File: config.mk
export PLATFORM = sky130hd
export DESIGN_NAME = setpoint_frame_decoder
export DESIGN_NICKNAME = d
export VERILOG_FILES = /design/src/hw/rtl/sfd_pkg.sv /design/src/hw/rtl/sfd_front.sv /design/src/hw/rtl/sfd_queue.sv /design/src/hw/rtl/sfd_back.sv /design/src/hw/rtl/setpoint_frame_decoder.sv
export SDC_FILE = /design/constraint.sdc
export NUM_CORES = 1
export LEC_CHECK = 0
export ABC_CLOCK_PERIOD_IN_PS = 17000
export BUFFER_PORTS_ARGS = -buffer_cell sky130_fd_sc_hd__buf_2
export CORE_ASPECT_RATIO = 2
export CORE_MARGIN = 8
export CORE_UTILIZATION = 62
export CTS_BUF_LIST = sky130_fd_sc_hd__clkbuf_4
export CTS_CLUSTER_SIZE = 30
export DETAILED_ROUTE_END_ITERATION = 8
export GPL_ROUTABILITY_DRIVEN = 1
export PLACE_DENSITY = 0.84
export SLEW_MARGIN = 25
export SYNTH_ARGS = -nofsm -noshare
export SYNTH_HDL_FRONTEND = slang
export SYNTH_SLANG_ARGS = --single-unit
File: constraint.sdc
create_clock -name clk -period 17 [get_ports clk]
set_input_delay 0.85 -clock clk [delete_from_list [all_inputs] [get_ports clk]]
set_output_delay 0.85 -clock clk [all_outputs]
set_load 0.02 [all_outputs]
File: src/hw/rtl/sfd_pkg.sv
// ----------------------------------------------------------------------------
// sfd_pkg: shared types and constants of the setpoint frame decoder
// Holds the frame layout, status codes, the record passed from the front
// part to the back part, and the byte-wide CRC-16-CCITT update.
// ----------------------------------------------------------------------------
package sfd_pkg;

  localparam int FRAME_LEN     = 24;
  localparam int PAYLOAD_DEPTH = 21;   // frame bytes 2..22
  localparam int FIELD_BYTES   = 20;   // frame bytes 2..21 carry the fields
  localparam int FIELD_W       = FIELD_BYTES * 8;

  localparam logic [4:0] IDX_FIRST   = 5'd0;
  localparam logic [4:0] IDX_VERSION = 5'd1;
  localparam logic [4:0] IDX_PAY_LO  = 5'd2;
  localparam logic [4:0] IDX_CRC_END = 5'd21;
  localparam logic [4:0] IDX_PAY_HI  = 5'd22;
  localparam logic [4:0] IDX_LAST    = 5'd23;

  localparam logic [15:0] CRC_INIT = 16'hFFFF;
  localparam logic [15:0] CRC_POLY = 16'h1021;

  localparam logic [1:0] ST_OK          = 2'd0;
  localparam logic [1:0] ST_BAD_MAGIC   = 2'd1;
  localparam logic [1:0] ST_BAD_VERSION = 2'd2;
  localparam logic [1:0] ST_BAD_CRC     = 2'd3;

  localparam logic [7:0] REG_FRAME_MAGIC      = 8'd0;
  localparam logic [7:0] REG_PROTOCOL_VERSION = 8'd1;

  typedef struct packed {
    logic [1:0]         status;
    logic [FIELD_W-1:0] fields;   // frame bytes 2..21, byte 2 in the lowest bits
  } frame_rec_t;

  typedef struct packed {
    logic       valid;
    frame_rec_t rec;
  } rec_port_t;

  // MSB-first CRC-16-CCITT update over one byte.
  function automatic logic [15:0] crc_byte(logic [15:0] crc, logic [7:0] b);
    logic [15:0] c;
    c = crc ^ {b, 8'h00};
    for (int k = 0; k < 8; k++) begin
      if (c[15]) begin
        c = {c[14:0], 1'b0} ^ CRC_POLY;
      end else begin
        c = {c[14:0], 1'b0};
      end
    end
    return c;
  endfunction

endpackage

File: src/hw/rtl/sfd_front.sv
// ----------------------------------------------------------------------------
// sfd_front: byte intake and frame classification
// Counts frame bytes, runs the CRC, checks the header against the
// configuration registers and captures the payload. On the last byte of a
// frame it pushes one record into the queue.
// ----------------------------------------------------------------------------
module sfd_front (
  input  logic                clk,
  input  logic                rst_n,
  input  logic                in_tvalid,
  output logic                in_tready,
  input  logic [7:0]          in_tdata,   // [7:0] rx_byte
  input  logic                in_tuser,   // [0] frame_start
  input  logic                cfg_valid,
  output logic                cfg_ready,
  input  logic [7:0]          cfg_index,
  input  logic [7:0]          cfg_data,
  input  logic                queue_full,
  output sfd_pkg::rec_port_t  push
);

  logic [7:0]  magic_r, magic_nxt;
  logic [7:0]  version_r, version_nxt;
  logic [4:0]  byte_index_r, byte_index_nxt;
  logic [15:0] crc_r, crc_nxt;
  logic [1:0]  fault_r, fault_nxt;
  logic [7:0]  payload_r [sfd_pkg::PAYLOAD_DEPTH];

  logic        accept;
  logic [4:0]  idx;
  logic [15:0] rx_crc;
  logic [sfd_pkg::FIELD_W-1:0] fields;

  assign in_tready = !queue_full;
  assign cfg_ready = 1'b1;
  assign accept    = in_tvalid && in_tready;
  assign idx       = in_tuser ? sfd_pkg::IDX_FIRST : byte_index_r;

  always_comb begin
    magic_nxt   = magic_r;
    version_nxt = version_r;
    if (cfg_valid) begin
      case (cfg_index)
        sfd_pkg::REG_FRAME_MAGIC:      magic_nxt   = cfg_data;
        sfd_pkg::REG_PROTOCOL_VERSION: version_nxt = cfg_data;
        default: ;
      endcase
    end
  end

  always_comb begin
    byte_index_nxt = byte_index_r;
    crc_nxt        = crc_r;
    fault_nxt      = fault_r;
    if (accept) begin
      if (idx == sfd_pkg::IDX_FIRST) begin
        crc_nxt   = sfd_pkg::crc_byte(sfd_pkg::CRC_INIT, in_tdata);
        fault_nxt = (in_tdata != magic_r) ? sfd_pkg::ST_BAD_MAGIC : sfd_pkg::ST_OK;
      end else if (idx <= sfd_pkg::IDX_CRC_END) begin
        crc_nxt = sfd_pkg::crc_byte(crc_r, in_tdata);
        if (idx == sfd_pkg::IDX_VERSION && fault_r == sfd_pkg::ST_OK &&
            in_tdata != version_r) begin
          fault_nxt = sfd_pkg::ST_BAD_VERSION;
        end
      end
      byte_index_nxt = (idx == sfd_pkg::IDX_LAST) ? sfd_pkg::IDX_FIRST : idx + 5'd1;
    end
  end

  // The stored CRC is little endian: byte 22 low, byte 23 high.
  assign rx_crc = {in_tdata, payload_r[sfd_pkg::PAYLOAD_DEPTH-1]};

  always_comb begin
    for (int i = 0; i < sfd_pkg::FIELD_BYTES; i++) begin
      fields[i*8 +: 8] = payload_r[i];
    end
  end

  always_comb begin
    push.valid      = accept && (idx == sfd_pkg::IDX_LAST);
    push.rec.fields = fields;
    if (fault_r != sfd_pkg::ST_OK) begin
      push.rec.status = fault_r;
    end else if (rx_crc != crc_r) begin
      push.rec.status = sfd_pkg::ST_BAD_CRC;
    end else begin
      push.rec.status = sfd_pkg::ST_OK;
    end
  end

  always_ff @(posedge clk) begin
    if (!rst_n) begin
      magic_r      <= 8'h00;
      version_r    <= 8'h00;
      byte_index_r <= sfd_pkg::IDX_FIRST;
      crc_r        <= sfd_pkg::CRC_INIT;
      fault_r      <= sfd_pkg::ST_OK;
    end else begin
      magic_r      <= magic_nxt;
      version_r    <= version_nxt;
      byte_index_r <= byte_index_nxt;
      crc_r        <= crc_nxt;
      fault_r      <= fault_nxt;
    end
  end

  // Each payload register is loaded only at its own frame offset.
  always_ff @(posedge clk) begin
    for (int i = 0; i < sfd_pkg::PAYLOAD_DEPTH; i++) begin
      if (accept && idx == sfd_pkg::IDX_PAY_LO + 5'(i)) begin
        payload_r[i] <= in_tdata;
      end
    end
  end

endmodule

File: src/hw/rtl/sfd_queue.sv
// ----------------------------------------------------------------------------
// sfd_queue: frame record queue
// A small register FIFO between the front and back parts, so that the byte
// intake keeps running while the result side is stalled.
// ----------------------------------------------------------------------------
module sfd_queue #(
  parameter int DEPTH = 2
) (
  input  logic                clk,
  input  logic                rst_n,
  input  sfd_pkg::rec_port_t  push,
  input  logic                pop,
  output logic                full,
  output sfd_pkg::rec_port_t  head
);

  localparam int PTR_W = (DEPTH > 1) ? $clog2(DEPTH) : 1;
  localparam int CNT_W = $clog2(DEPTH + 1);

  sfd_pkg::frame_rec_t entry_r [DEPTH];
  logic [PTR_W-1:0] wr_ptr_r, wr_ptr_nxt;
  logic [PTR_W-1:0] rd_ptr_r, rd_ptr_nxt;
  logic [CNT_W-1:0] count_r, count_nxt;
  logic             do_push, do_pop;

  assign full       = (count_r == CNT_W'(DEPTH));
  assign head.valid = (count_r != '0);
  assign head.rec   = entry_r[rd_ptr_r];
  assign do_push    = push.valid && !full;
  assign do_pop     = pop && head.valid;

  always_comb begin
    wr_ptr_nxt = wr_ptr_r;
    rd_ptr_nxt = rd_ptr_r;
    count_nxt  = count_r;
    if (do_push) begin
      wr_ptr_nxt = (wr_ptr_r == PTR_W'(DEPTH - 1)) ? '0 : wr_ptr_r + 1'b1;
    end
    if (do_pop) begin
      rd_ptr_nxt = (rd_ptr_r == PTR_W'(DEPTH - 1)) ? '0 : rd_ptr_r + 1'b1;
    end
    if (do_push && !do_pop) begin
      count_nxt = count_r + 1'b1;
    end else if (do_pop && !do_push) begin
      count_nxt = count_r - 1'b1;
    end
  end

  always_ff @(posedge clk) begin
    if (!rst_n) begin
      wr_ptr_r <= '0;
      rd_ptr_r <= '0;
      count_r  <= '0;
    end else begin
      wr_ptr_r <= wr_ptr_nxt;
      rd_ptr_r <= rd_ptr_nxt;
      count_r  <= count_nxt;
    end
  end

  always_ff @(posedge clk) begin
    if (do_push) begin
      entry_r[wr_ptr_r] <= push.rec;
    end
  end

endmodule

File: src/hw/rtl/sfd_back.sv
// ----------------------------------------------------------------------------
// sfd_back: result delivery
// Takes frame records from the queue into the output register, clearing the
// payload fields of a failed frame, and holds each result until it is taken.
// ----------------------------------------------------------------------------
module sfd_back (
  input  logic                          clk,
  input  logic                          rst_n,
  input  sfd_pkg::rec_port_t            head,
  output logic                          pop,
  output logic                          out_tvalid,
  input  logic                          out_tready,
  output logic [sfd_pkg::FIELD_W-1:0]   out_tdata,
  output logic [1:0]                    out_tuser
);

  logic                        valid_r, valid_nxt;
  logic [sfd_pkg::FIELD_W-1:0] data_r;
  logic [1:0]                  status_r;

  assign pop        = head.valid && (!valid_r || out_tready);
  assign out_tvalid = valid_r;
  assign out_tdata  = data_r;
  assign out_tuser  = status_r;

  always_comb begin
    valid_nxt = valid_r;
    if (pop) begin
      valid_nxt = 1'b1;
    end else if (out_tready) begin
      valid_nxt = 1'b0;
    end
  end

  always_ff @(posedge clk) begin
    if (!rst_n) begin
      valid_r <= 1'b0;
    end else begin
      valid_r <= valid_nxt;
    end
  end

  // A frame that failed any check reports its status with all fields zero.
  always_ff @(posedge clk) begin
    if (pop) begin
      status_r <= head.rec.status;
      data_r   <= (head.rec.status == sfd_pkg::ST_OK) ? head.rec.fields : '0;
    end
  end

endmodule

File: src/hw/rtl/setpoint_frame_decoder.sv
// ----------------------------------------------------------------------------
// setpoint_frame_decoder: 24-byte setpoint frame checker and field extractor
//
// Input stream: one received byte per transaction on in_tdata, with in_tuser
// set on the first byte of a frame (it also discards any partial frame).
// After 24 bytes the count wraps, so back-to-back frames need no start flag.
// Byte 0 is checked against frame_magic, byte 1 against protocol_version,
// and a CRC-16-CCITT over bytes 0..21 is compared with bytes 22..23.
// Output stream: one transaction per frame, the status on out_tuser and the
// payload fields on out_tdata (all zero when the status is not ok).
// Configuration: cfg_index 0 writes frame_magic, 1 writes protocol_version;
// other indexes are ignored. cfg_ready is always high.
// Throughput is one byte per cycle while the queue is not full, set by the
// byte-wide CRC update in the front part. The record enters the queue at
// the edge that accepts the last byte and moves into the output register
// once that register is empty or its result is being taken.
// When the receiver stalls, results collect in the queue; in_tready drops
// only while the queue is full. Reset clears the byte count, CRC, header
// status, queue and output valid, and sets both registers to zero.
// ----------------------------------------------------------------------------
module setpoint_frame_decoder #(
  parameter int QUEUE_DEPTH = 2
) (
  input  logic                         clk,
  input  logic                         rst_n,
  input  logic                         in_tvalid,
  output logic                         in_tready,
  input  logic [7:0]                   in_tdata,   // [7:0] rx_byte
  input  logic                         in_tuser,   // [0] frame_start
  output logic                         out_tvalid,
  input  logic                         out_tready,
  // [7:0] mode_byte, [15:8] sequence_res, [31:16] roll_setpoint,
  // [47:32] pitch_setpoint, [63:48] yaw_rate_setpoint, [79:64] climb_setpoint,
  // [95:80] thrust, [127:96] timestamp, [159:128] flag_bits
  output logic [sfd_pkg::FIELD_W-1:0]  out_tdata,
  output logic [1:0]                   out_tuser,  // [1:0] status
  input  logic                         cfg_valid,
  output logic                         cfg_ready,
  input  logic [7:0]                   cfg_index,
  input  logic [7:0]                   cfg_data
);

  sfd_pkg::rec_port_t push;
  sfd_pkg::rec_port_t head;
  logic               queue_full;
  logic               pop;

  sfd_front u_front (
    .clk        (clk),
    .rst_n      (rst_n),
    .in_tvalid  (in_tvalid),
    .in_tready  (in_tready),
    .in_tdata   (in_tdata),
    .in_tuser   (in_tuser),
    .cfg_valid  (cfg_valid),
    .cfg_ready  (cfg_ready),
    .cfg_index  (cfg_index),
    .cfg_data   (cfg_data),
    .queue_full (queue_full),
    .push       (push)
  );

  sfd_queue #(
    .DEPTH (QUEUE_DEPTH)
  ) u_queue (
    .clk   (clk),
    .rst_n (rst_n),
    .push  (push),
    .pop   (pop),
    .full  (queue_full),
    .head  (head)
  );

  sfd_back u_back (
    .clk        (clk),
    .rst_n      (rst_n),
    .head       (head),
    .pop        (pop),
    .out_tvalid (out_tvalid),
    .out_tready (out_tready),
    .out_tdata  (out_tdata),
    .out_tuser  (out_tuser)
  );

endmodule

==> impl_metrics.ini <==
[power_and_ir_drop]
p_sw_mw = 1.25
p_clk_share_pct = 27.4
p_comb_share_pct = 20.3
peakVddDrop_uv = 170
seq_power_share_pct = 52.3
p_total_mw = 4.21
leakage_nw = 9.80
internal-power_mw = 2.97
powerDensity_nw_per_um2 = 149
switching_share_pct = 29.6

[clock_tree]
cts_resized = 0
cts_buffers = 141
clkSlewWorstSetupHoldPaths_ps = 70
cts_setup_buffers = 0
clock_latency_ps = 820
cts.hold.buffers_added = 0
cts_max_level = 4
cts_num_sinks = 699
root_buffer = clkbuf_4
cts_tree = done
cts_buffer_depth = 3

[logic_synthesis]
ys_ff_latch = 699
ys_dominant_reg_cell = edfxtp_1
async_reset_ff_share_pct = 0
syn-cell-area_sq_um = 24900
ys_seq_area_share_pct = 82.5
syn_area_per_cell_sq_um = 18.4
postSynthCellCount = 1355
ys_warn_count = 0
synth_edf_count = 654
yosysUniqueCellTypes = 49
synth_nets = 1391

[global_routing]
overflow = 0
gr-usage-met2_pct = 34.5
track_usage_pct = 20.3
grt_max_degree = 132
grt_pass1_wl_microns = 71600
use_met3_pct = 5.31
busiest_layer = met2
grt_pass1_vias = 13400
use_met1_pct = 23.0
antenna_found_initial = 4

[routing]
drc = 0
viasPerCell = 5.54
antenna_left = 0
first_pass_iters = 6
avgRoutedWirePerCell_microns = 20.7
finalWirelength_microns = 47500
vias = 12700
drt-initial-drc-count = 1054

[worst_hold_path]
min_path_type = primary input to flip-flop

[sta]
setup_viol = 0
final.setup_skew_ps = 43.6
fin_ws_ps = 13800
slew_violations = 0
relSlewSlack_pct = 28.1
clock.fmax_mhz = 313
period_share_pct = 18.8
tns_ps = 0
whs_ps = 343
fin_crit_ps = 3200
tightest_slew_ps = 1080
rsz0062_at_grt = false
hold_violations = 0

[floorplan]
io_pins = 195
die_h_microns = 299
rows = 104
die_w_microns = 158
core-area_sq_um = 39900
start_util_pct = 62.3
die-area_sq_um = 47200

[setup_path]
crit_type = flip-flop to flip-flop
critPathMaxFanout = 75
critPathMaxStageDelay_ps = 810
path_cells = nor2_1, nor2_4, buf_4, buf_4, xor2_1, and2_1
crit_top_cell = buf_4
cp-end-kind = flip-flop
path_buf_inv = 2
critPathTopFamily = buffers and inverters
crit_path_top_delay_cell = buf_4
worstPathArrival_ps = 3900
cp.required_ps = 17710
start_kind = flip-flop

[placement]
dp_hpwl_microns = 28100
gp_congestion = 0.824
dp_slack_ps = 12890
numPortBuffers = 193

[flow_run]
maxCapViolCount = 0

[layout]
post-route-util_pct = 70.7
drive_gt1_share_pct = 25.0
syn_to_final_growth_pct = 13.5
fin_nets = 1687

[status]
outcome = finished, final reports clean
placed cells by master, fill, tap and decap left out, drive strengths merged, types with 2 or more instances in the layout:
cell    instances
edfxtp        654
buf           209
clkbuf        198
nor2          183
mux2i         176
clkinv         46
dfxtp          45
xnor2          39
nand2          37
xor2           32
nor2b          22
o211ai         15
and2           12
o21ai           9
nor3            9
and3            7
inv             7
nand4           6
ha              6
nor3b           5
nor4            5
nand2b          4
diode           3
o21bai          3
a21boi          3
mux2            2
a21oi           2
bufinv          2
or4             2
sequential cells by signal, summed over array words and instances (netlist names), named ones only:
name                  cells
u_front.byte_index_r      5
u_back.out_tdata        160
u_queue.count_r           2
u_queue.entry_r         324
u_queue.wr_ptr_r          1
u_front.crc_r            16
u_queue.rd_ptr_r          1
u_back.out_tvalid         1
u_front.fault_r           2
u_back.out_tuser          2
u_front.version_r         8
u_front.magic_r           8
u_front.payload_r       168
area by class of cell:
class / count / area [sq um]
sequential: 699 / 20500
multi-input combinational: 595 / 4150
clock inverter: 51 / 260
antenna: 3 / 7.51
timing repair buffer: 209 / 1130
clock buffer: 198 / 1490
fill: 2410 / 11700
tap: 530 / 663
inverter: 5 / 18.8
path summary, 6_finish.rpt:
path / startpoint / end / cells after the start / slack, ps
min: cfg_data[0] / u_front.magic_r[0] / 3 / 340
max: u_queue.count_r[0] / flip-flop / 6 / 13800
max reg2reg: u_queue.count_r[0] / flip-flop / 6 / 13800
min reg2reg: u_front.payload_r[2][16] / u_queue.entry_r[0][144] / 0 / 430
metal layers:
layer	routed length, microns	part of all wire, %	vias up
met5	13	0.027	-
met4	1790	3.8	2
met3	3990	8.4	138
met2	24400	51	643
met1	17300	36	6177
li1	-	-	5724
worst min-delay path, delay by kind of cell:
| kind | cells | cell delay (ps) |
|---|---|---|
| buffers and inverters | 1 | 90 |
| and+or+nand+nor | 1 | 90 |
| muxes | 1 | 60 |
Yosys cell counts, types with 2 or more instances:
cell type | number | area [sq um]
a21boi_0 | 3 | 22.5
a21oi_1 | 2 | 10.0
and2_1 | 12 | 75.1
and3_1 | 7 | 43.8
buf_2 | 15 | 75.1
buf_4 | 2 | 15.0
clkbuf_1 | 38 | 143
dfxtp_1 | 45 | 901
edfxtp_1 | 654 | 19600
ha_1 | 6 | 75.1
inv_1 | 4 | 15.0
mux2_2 | 2 | 22.5
mux2i_1 | 176 | 1760
nand2_1 | 36 | 135
nand2b_1 | 4 | 25.0
nand4_1 | 6 | 37.5
nor2_1 | 183 | 687
nor2b_1 | 22 | 138
nor3_1 | 9 | 45.0
nor3b_1 | 5 | 37.5
nor4_1 | 4 | 25.0
o211ai_1 | 15 | 113
o21ai_0 | 8 | 40.0
o21bai_1 | 3 | 22.5
xnor2_1 | 39 | 342
xor2_1 | 32 | 280
power by group through the flow:
stage	sequential (mW)	clock (mW)	combinational, mW
global placement	2.24	0	0.841
detailed placement	2.24	0	0.865
floorplan	2.47	0	0.408
global route	2.22	1.26	0.916
finish	2.20	1.16	0.856
CTS	2.21	1.18	0.868
cells by family after synthesis:
family | after synthesis | synth area share, %
fa+ha+maj | 6 | 0.301
flops | 699 | 82.5
compound gates | 40 | 1.12
xor+xnor | 71 | 2.50
buf+inv | 61 | 1.02
other cells | 1 | 0.0151
simple gates | 299 | 5.41
mux | 178 | 7.16
metrics by stage:
stage	std cells	instance area [sq um]
after floorplan	1355	24900
after global placement	2037	26400
after detailed placement	2038	26500
after CTS	2287	28200
after global routing	2289	28300
final	2290	28300
(Power assumes the default switching activity.)
